`config.mk`:
```
export PLATFORM = sky130hd
export DESIGN_NAME = bernoulli_mod_p_check
export DESIGN_NICKNAME = d
export VERILOG_FILES = /design/src/bmpc_pkg.sv /design/src/bmpc_serial_mulmod.sv /design/src/bernoulli_mod_p_check.sv
export SDC_FILE = /design/constraint.sdc
export NUM_CORES = 2
export LEC_CHECK = 0
export BUFFER_PORTS_ARGS = -buffer_cell sky130_fd_sc_hd__buf_2
export CORE_UTILIZATION = 35
export CTS_BUF_LIST = sky130_fd_sc_hd__clkbuf_16
export CTS_CLUSTER_DIAMETER = 100
export DETAILED_ROUTE_END_ITERATION = 12
export PLACE_DENSITY = 0.58
export SLEW_MARGIN = 20
export SYNTH_ARGS = -nofsm -noshare
export SYNTH_HDL_FRONTEND = slang
export SYNTH_SLANG_ARGS = --single-unit
```
`constraint.sdc`:
```
create_clock -name i_clk -period 24.8 [get_ports i_clk]
set_input_delay 4.96 -clock i_clk [delete_from_list [all_inputs] [get_ports i_clk]]
set_output_delay 4.96 -clock i_clk [all_outputs]
set_load 0.05 [all_outputs]
```
`src/bmpc_pkg.sv`:
```
// ----------------------------------------------------------------------------
// bmpc_pkg
// shared types, constants and helpers for the bernoulli mod p table check
// ----------------------------------------------------------------------------
package bmpc_pkg;

    localparam int RESIDUE_BITS = 32;
    localparam int CNT_W        = $clog2(RESIDUE_BITS);

    typedef enum logic [2:0] {
        ST_IDLE,
        ST_REDUCE,
        ST_LOAD_W,
        ST_MUL_W,
        ST_LOAD_R,
        ST_MUL_R,
        ST_FINISH
    } t_state;

    typedef struct packed {
        logic [RESIDUE_BITS-1:0] residue;
        logic                    last_item;
    } t_in_item;

    typedef struct packed {
        logic                    table_ok;
        logic [RESIDUE_BITS-1:0] final_sum;
    } t_out_item;

    // control of one serial modular unit
    typedef struct packed {
        logic load;
        logic step;
    } t_unit_ctl;

    // a, b < m
    function automatic logic [RESIDUE_BITS-1:0] add_mod(
        input logic [RESIDUE_BITS-1:0] a,
        input logic [RESIDUE_BITS-1:0] b,
        input logic [RESIDUE_BITS-1:0] m
    );
        logic [RESIDUE_BITS:0] s;
        s = {1'b0, a} + {1'b0, b};
        if (s >= {1'b0, m}) begin
            s = s - {1'b0, m};
        end
        return s[RESIDUE_BITS-1:0];
    endfunction

endpackage

```
`src/bmpc_serial_mulmod.sv`:
```
// ----------------------------------------------------------------------------
// bmpc_serial_mulmod
// bit-serial modular multiply, one bit of b per step, msb first
// ----------------------------------------------------------------------------
module bmpc_serial_mulmod
    import bmpc_pkg::*;
(
    input  logic                    i_clk,
    input  t_unit_ctl               i_ctl,
    input  logic [RESIDUE_BITS-1:0] i_a,
    input  logic [RESIDUE_BITS-1:0] i_b,
    input  logic [RESIDUE_BITS-1:0] i_m,
    output logic [RESIDUE_BITS-1:0] o_acc
);

    logic [RESIDUE_BITS-1:0] r_acc;
    logic [RESIDUE_BITS-1:0] r_a;
    logic [RESIDUE_BITS-1:0] r_b;
    logic [RESIDUE_BITS-1:0] n_acc;
    logic [RESIDUE_BITS-1:0] dbl;

    // acc = 2*acc mod m, then + a mod m when the current bit is set
    always_comb begin
        dbl   = add_mod(r_acc, r_acc, i_m);
        n_acc = r_b[RESIDUE_BITS-1] ? add_mod(dbl, r_a, i_m) : dbl;
    end

    always_ff @(posedge i_clk) begin
        if (i_ctl.load) begin
            r_acc <= '0;
            r_a   <= i_a;
            r_b   <= i_b;
        end else if (i_ctl.step) begin
            r_acc <= n_acc;
            r_b   <= {r_b[RESIDUE_BITS-2:0], 1'b0};
        end
    end

    assign o_acc = r_acc;

endmodule

```
`src/bernoulli_mod_p_check.sv`:
```
// ----------------------------------------------------------------------------
// bernoulli_mod_p_check
// checks a table of bernoulli residues mod p: sum of (2i+1)*4^i*B_2i plus two
// ----------------------------------------------------------------------------
//  channel  direction  handshake                payload
//  in       input      i_in_valid / o_in_stall  t_in_item  (residue, last_item)
//  out      output     o_out_valid / i_out_stall t_out_item (table_ok, final_sum)
//  cfg      input      i_cfg_we                 i_cfg_wdata (modulus)
//
//  each in transaction keeps o_in_stall high until the block is idle again, so
//  a new transaction is only accepted once the last one is done:
//  bit-serial reduction of residue and state, then two bit-serial modular
//  multiplies on one shared unit, one bit per cycle each
//  synchronous active-low reset: modulus 3, sum 0, power and weight 1, no result
//  a held result stalls only the final cycle of the next last item
// ----------------------------------------------------------------------------
module bernoulli_mod_p_check
    import bmpc_pkg::*;
(
    input  logic                    i_clk,
    input  logic                    i_rst_n,
    input  logic                    i_cfg_we,
    input  logic [RESIDUE_BITS-1:0] i_cfg_wdata,
    input  logic                    i_in_valid,
    output logic                    o_in_stall,
    input  t_in_item                i_in_data,
    output logic                    o_out_valid,
    input  logic                    i_out_stall,
    output t_out_item               o_out_data
);

    localparam logic [CNT_W-1:0] CNT_LAST = CNT_W'(RESIDUE_BITS - 1);

    // control state
    t_state           r_state;
    t_state           n_state;
    logic [CNT_W-1:0] r_cnt;
    logic             r_out_valid;

    // table state and configuration
    logic [RESIDUE_BITS-1:0] r_modulus;
    logic [RESIDUE_BITS-1:0] r_running_sum;
    logic [RESIDUE_BITS-1:0] r_four_power;
    logic [RESIDUE_BITS-1:0] r_odd_weight;
    logic                    r_last;
    t_out_item               r_out_data;

    // derived modulus constants
    logic [RESIDUE_BITS-1:0] eff_m;
    logic [RESIDUE_BITS-1:0] one_mod;
    logic [RESIDUE_BITS-1:0] two_mod;

    // serial units
    t_unit_ctl               red_ctl;
    t_unit_ctl               mul_ctl;
    logic [RESIDUE_BITS-1:0] res_red;
    logic [RESIDUE_BITS-1:0] fp_red;
    logic [RESIDUE_BITS-1:0] ow_red;
    logic [RESIDUE_BITS-1:0] rs_red;
    logic [RESIDUE_BITS-1:0] mul_acc;
    logic [RESIDUE_BITS-1:0] mul_a;
    logic [RESIDUE_BITS-1:0] mul_b;

    // finishing arithmetic
    logic                    in_acc;
    logic                    cnt_done;
    logic                    out_free;
    logic                    finish_go;
    logic [RESIDUE_BITS-1:0] sum;
    logic [RESIDUE_BITS-1:0] fp_x2;
    logic [RESIDUE_BITS-1:0] fp_x4;
    logic [RESIDUE_BITS-1:0] ow_next;
    logic                    sum_ok;

    // a zero modulus behaves as modulus one
    assign eff_m   = (r_modulus == '0) ? RESIDUE_BITS'(1) : r_modulus;
    assign one_mod = (eff_m == RESIDUE_BITS'(1)) ? '0 : RESIDUE_BITS'(1);
    assign two_mod = (eff_m <= RESIDUE_BITS'(2)) ? '0 : RESIDUE_BITS'(2);

    assign in_acc    = i_in_valid && !o_in_stall;
    assign cnt_done  = (r_cnt == CNT_LAST);
    assign out_free  = !r_out_valid || !i_out_stall;
    assign finish_go = (r_state == ST_FINISH) && (!r_last || out_free);

    // next state
    always_comb begin
        n_state = r_state;
        case (r_state)
            ST_IDLE: begin
                if (in_acc) begin
                    n_state = ST_REDUCE;
                end
            end
            ST_REDUCE: begin
                if (cnt_done) begin
                    n_state = ST_LOAD_W;
                end
            end
            ST_LOAD_W: begin
                n_state = ST_MUL_W;
            end
            ST_MUL_W: begin
                if (cnt_done) begin
                    n_state = ST_LOAD_R;
                end
            end
            ST_LOAD_R: begin
                n_state = ST_MUL_R;
            end
            ST_MUL_R: begin
                if (cnt_done) begin
                    n_state = ST_FINISH;
                end
            end
            ST_FINISH: begin
                if (finish_go) begin
                    n_state = ST_IDLE;
                end
            end
            default: begin
                n_state = ST_IDLE;
            end
        endcase
    end

    // state machine outputs
    always_comb begin
        o_in_stall   = 1'b1;
        red_ctl      = '0;
        mul_ctl      = '0;
        mul_a        = mul_acc;
        mul_b        = res_red;
        case (r_state)
            ST_IDLE: begin
                o_in_stall   = 1'b0;
                red_ctl.load = i_in_valid;
            end
            ST_REDUCE: begin
                red_ctl.step = 1'b1;
            end
            ST_LOAD_W: begin
                // 4^i * (2i+1)
                mul_ctl.load = 1'b1;
                mul_a        = fp_red;
                mul_b        = ow_red;
            end
            ST_MUL_W: begin
                mul_ctl.step = 1'b1;
            end
            ST_LOAD_R: begin
                // weight times residue
                mul_ctl.load = 1'b1;
            end
            ST_MUL_R: begin
                mul_ctl.step = 1'b1;
            end
            ST_FINISH: begin
            end
            default: begin
            end
        endcase
    end

    // residue and state values reduced mod p in parallel, a = 1 mod p
    bmpc_serial_mulmod u_red_res (
        .i_clk (i_clk),
        .i_ctl (red_ctl),
        .i_a   (one_mod),
        .i_b   (i_in_data.residue),
        .i_m   (eff_m),
        .o_acc (res_red)
    );

    bmpc_serial_mulmod u_red_fp (
        .i_clk (i_clk),
        .i_ctl (red_ctl),
        .i_a   (one_mod),
        .i_b   (r_four_power),
        .i_m   (eff_m),
        .o_acc (fp_red)
    );

    bmpc_serial_mulmod u_red_ow (
        .i_clk (i_clk),
        .i_ctl (red_ctl),
        .i_a   (one_mod),
        .i_b   (r_odd_weight),
        .i_m   (eff_m),
        .o_acc (ow_red)
    );

    bmpc_serial_mulmod u_red_rs (
        .i_clk (i_clk),
        .i_ctl (red_ctl),
        .i_a   (one_mod),
        .i_b   (r_running_sum),
        .i_m   (eff_m),
        .o_acc (rs_red)
    );

    // shared multiplier, used twice per transaction
    bmpc_serial_mulmod u_mul (
        .i_clk (i_clk),
        .i_ctl (mul_ctl),
        .i_a   (mul_a),
        .i_b   (mul_b),
        .i_m   (eff_m),
        .o_acc (mul_acc)
    );

    // closing step: new sum, next power of four and next odd weight
    always_comb begin
        sum     = add_mod(rs_red, mul_acc, eff_m);
        fp_x2   = add_mod(fp_red, fp_red, eff_m);
        fp_x4   = add_mod(fp_x2, fp_x2, eff_m);
        ow_next = add_mod(ow_red, two_mod, eff_m);
        // sum + 2 < m + 2, so it is a multiple of m only when it equals m
        sum_ok  = (eff_m == RESIDUE_BITS'(1)) ||
                  (({1'b0, sum} + (RESIDUE_BITS+1)'(2)) == {1'b0, eff_m});
    end

    // control registers
    always_ff @(posedge i_clk) begin
        if (!i_rst_n) begin
            r_state     <= ST_IDLE;
            r_cnt       <= '0;
            r_out_valid <= 1'b0;
        end else begin
            r_state <= n_state;
            if (red_ctl.step || mul_ctl.step) begin
                r_cnt <= cnt_done ? '0 : r_cnt + CNT_W'(1);
            end
            if (finish_go && r_last) begin
                r_out_valid <= 1'b1;
            end else if (!i_out_stall) begin
                r_out_valid <= 1'b0;
            end
        end
    end

    // modulus and table state
    always_ff @(posedge i_clk) begin
        if (!i_rst_n) begin
            r_modulus     <= RESIDUE_BITS'(3);
            r_running_sum <= '0;
            r_four_power  <= RESIDUE_BITS'(1);
            r_odd_weight  <= RESIDUE_BITS'(1);
        end else begin
            if (i_cfg_we) begin
                r_modulus <= i_cfg_wdata;
            end
            if (finish_go) begin
                if (r_last) begin
                    // table closed, ready for the next one
                    r_running_sum <= '0;
                    r_four_power  <= RESIDUE_BITS'(1);
                    r_odd_weight  <= RESIDUE_BITS'(1);
                end else begin
                    r_running_sum <= sum;
                    r_four_power  <= fp_x4;
                    r_odd_weight  <= ow_next;
                end
            end
        end
    end

    // payload registers
    always_ff @(posedge i_clk) begin
        if (in_acc) begin
            r_last <= i_in_data.last_item;
        end
        if (finish_go && r_last) begin
            r_out_data.table_ok  <= sum_ok;
            r_out_data.final_sum <= sum;
        end
    end

    assign o_out_valid = r_out_valid;
    assign o_out_data  = r_out_data;

endmodule

```
==> key figures <==
Yosys
  • Largest cells by area after synthesis: edfxtp_1 13%, ha_1 11%, dfxtp_1 11%, nand2_1 6.9%, xnor2_1 5.9%
  • Synth cell count leaders: 992 x nand2_1, 514 x a21oi_1, 492 x ha_1
  • Leading area contributor after synthesis: edfxtp_1
  • Asr flop ratio synth: 0
  • Syn nets: 7,477
  • Number of enable flip-flop cells after synthesis: 227
  • Count leader, synth: nand2_1
  • Ys flop type: dfxtp_1
  • Seq/Total Area, Yosys: 0.237
  • Post-synth design cell area: 0.0540 mm^2
  • Synth Area per Inst: 7.82 um^2
  • Share of the synthesized area in the top cell type: 0.126
  • Distinct cells, synth: 113
  • FF+latch count, synth: approximately 520
  • Cells after Synth: 6,901
  • Syn. warnings: 0

Routing
  • Vias: 52,785
  • Post-route ant nets: 0
  • Post-DR wirelength/cell: about 22 um
  • DRT Pass-1 Iters: 6
  • DRT iter0 DRCs: 4,613
  • DRC viols: 0
  • Post-DR vias/cell: 5.87
  • Aggregate routed wire length: 199,000 um

Layout
  • Area growth from synthesis to layout: 9.42%
  • Share of layout cells above drive strength 1: 0.0693
  • Fillers: 15,775
  • Nets@finish: 7,472

Clock network
  • Clock latency at the later pin of the worst-skew pair: 700 ps
  • Clock sink total: 524
  • H-tree depth: 3
  • Post_cts resized: 0
  • TritonCTS Buffers: 72
  • Clock root buffer: clkbuf_16
  • Post-CTS setup buffers: 0
  • Clock slew at reported path FFs: 70 ps
  • Hold_buf cts: 0
  • Max clock buf depth: 3
  • TritonCTS clock tree: built

STA
  • Relative slew margins: 0.190
  • Max Clock Freq: between 0.07 and 0.08 GHz
  • Final Hold Violating Endpoints: 0
  • Tcrit/Tclk final: 0.514
  • Fin crit period: 12,750 ps
  • Post-route setup slack: 12,050 ps
  • Slew Viols, Final: 0
  • Setup-failing EPs final: 0
  • Setup TNS: 0 ps
  • Worst slew pin tran: 1200 ps
  • RSZ-0062 raised after global routing: false
  • Setup Skew: 42.8 ps

Placed design
  • Port Buffer Count: 104
  • Post-DP HPWL: approximately 150,000 um
  • GPL Wtd Cong: 0.960
  • DP Worst Slack: 12,400 ps

Min path
  • Hold Path Depth: 2
  • Hold Crit Class: reg -> reg

Die
  • DIE HEIGHT: slightly below 400 um
  • Core Area: 0.152 mm^2
  • Number of I/O pins: 105
  • Initial Util: 0.354
  • Row count: roughly 140
  • Die width: 395 um
  • Die area: 0.156 mm^2

Setup path
  • CP Launch Type: register
  • CP endpoint kind: register
  • Arrival @ worst endpoint: 13,330 ps
  • WS Path Type: reg -> reg
  • Largest stage delay on the critical path: 900 ps
  • Worst path most repeated cell: o21ai_0
  • WP data required: 25,380 ps
  • Worst-path fanout max: 52
  • Crit-path slowest cell: a2111oi_0
  • Reg2reg path depth: 42

Global route
  • Largest net degree at the start of global routing: 90
  • Via count of the first global-routing pass: 49,625
  • Met1 Resource Use GR: 0.318
  • Initial antenna violation count: 9
  • First-pass GRT wire length: 299,000 um
  • Gr ovfl total: 0
  • Met3 usage: 0.0409
  • Grt met2 use: 0.397
  • Tot GR Track Use: 0.246
  • GR peak layer: met2

Outcome
  • Outcome: completed

Flow run
  • Maxcap violations: 0
==> cell usage in the layout (no fill, tap or decap), drive strengths merged, types with 61 or more instances in the layout <==
| cell | instances |
|---|---|
| nand2 | 994 |
| a21oi | 515 |
| o21ai | 496 |
| ha | 492 |
| nor2 | 467 |
| xnor2 | 366 |
| dfxtp | 297 |
| inv | 276 |
| a21o | 229 |
| edfxtp | 227 |
| mux2i | 209 |
| nand3 | 205 |
| buf | 195 |
| xor2 | 189 |
| nor3 | 153 |
| nor2b | 133 |
| nand4 | 110 |
| and3 | 85 |
| a31oi | 75 |
| clkbuf | 74 |
| a211oi | 70 |
| nand2b | 69 |
| mux2 | 68 |
| a22oi | 67 |
| o21bai | 62 |
| and2 | 61 |
==> final timing paths <==
path / start / end / slack, ps
worst max register to register: r_modulus[12] / u_mul.o_acc[11] / 12050
worst min register to register: r_four_power[16] / r_four_power[16] / 450
worst min-delay path: r_four_power[16] / r_four_power[16] / 450
worst max-delay path: r_modulus[12] / u_mul.o_acc[11] / 12050
==> per-stage QoR <==
stage,hold WS (ps),cell area [um^2],instances,util
2_1_floorplan,425,54000,6901,-
3_3_place_gp,438,56700,8852,0.372
3_5_place_dp,443,56700,8852,0.372
4_1_cts,454,59000,8984,0.387
5_1_grt,480,59000,8984,0.387
6_report,449,59000,8985,0.387
==> kinds of logic after synthesis <==
group	after synthesis	share of synthesized area
flops	524	0.237
fa+ha+maj	506	0.119
buf+inv	531	0.0389
simple gates	2488	0.219
mux	277	0.0532
xor+xnor	556	0.0907
compound gates	2019	0.243
==> worst max-delay path: cells and delay by family, from the launching register on <==
kind                       cells  cell delay, ps
AOI/OAI and AO/OA             24            7150
xor gates and xnor gates       1             240
adders and majority gates      2             770
buffers and inverters          5            1410
DFF                            1             350
muxes                          1             370
and+or+nand+nor                9            2260
==> sequential cells by signal, indices dropped and copies added (netlist names), 5 cells and up <==
name,count
o_out_data,33
r_four_power,32
r_modulus,32
r_odd_weight,32
r_running_sum,32
u_mul.o_acc,32
u_mul.r_a,32
u_mul.r_b,32
u_red_fp.o_acc,32
u_red_fp.r_b,32
u_red_ow.o_acc,32
u_red_ow.r_b,32
u_red_res.o_acc,32
u_red_res.r_b,32
u_red_rs.o_acc,32
u_red_rs.r_b,32
r_cnt,5
==> layout make-up <==
| type | instances | area [um^2] | share of cell area |
|---|---|---|---|
| multi-input cells | 5846 | 39200 | 0.664 |
| well taps | 2030 | 2540 | 0.0430 |
| clock buffers | 74 | 1850 | 0.0314 |
| clock inverters | 58 | 479 | 0.00812 |
| repair buffers | 195 | 1200 | 0.0204 |
| diodes | 1 | 2.50 | 0.0000424 |
| inverters | 257 | 972 | 0.0165 |
| flip-flops and latches | 524 | 12800 | 0.216 |
==> routing by layer <==
metal | share of wire | up-vias
met2 | 0.45 | 1870
met4 | 0.050 | 6
met3 | 0.072 | 453
met5 | 0.00012 | -
met1 | 0.43 | 25132
li1 | - | 25324
Power is left out: the tool's default activity adds up to more than one toggle a clock period on the data nets, which glitch-free logic cannot reach.
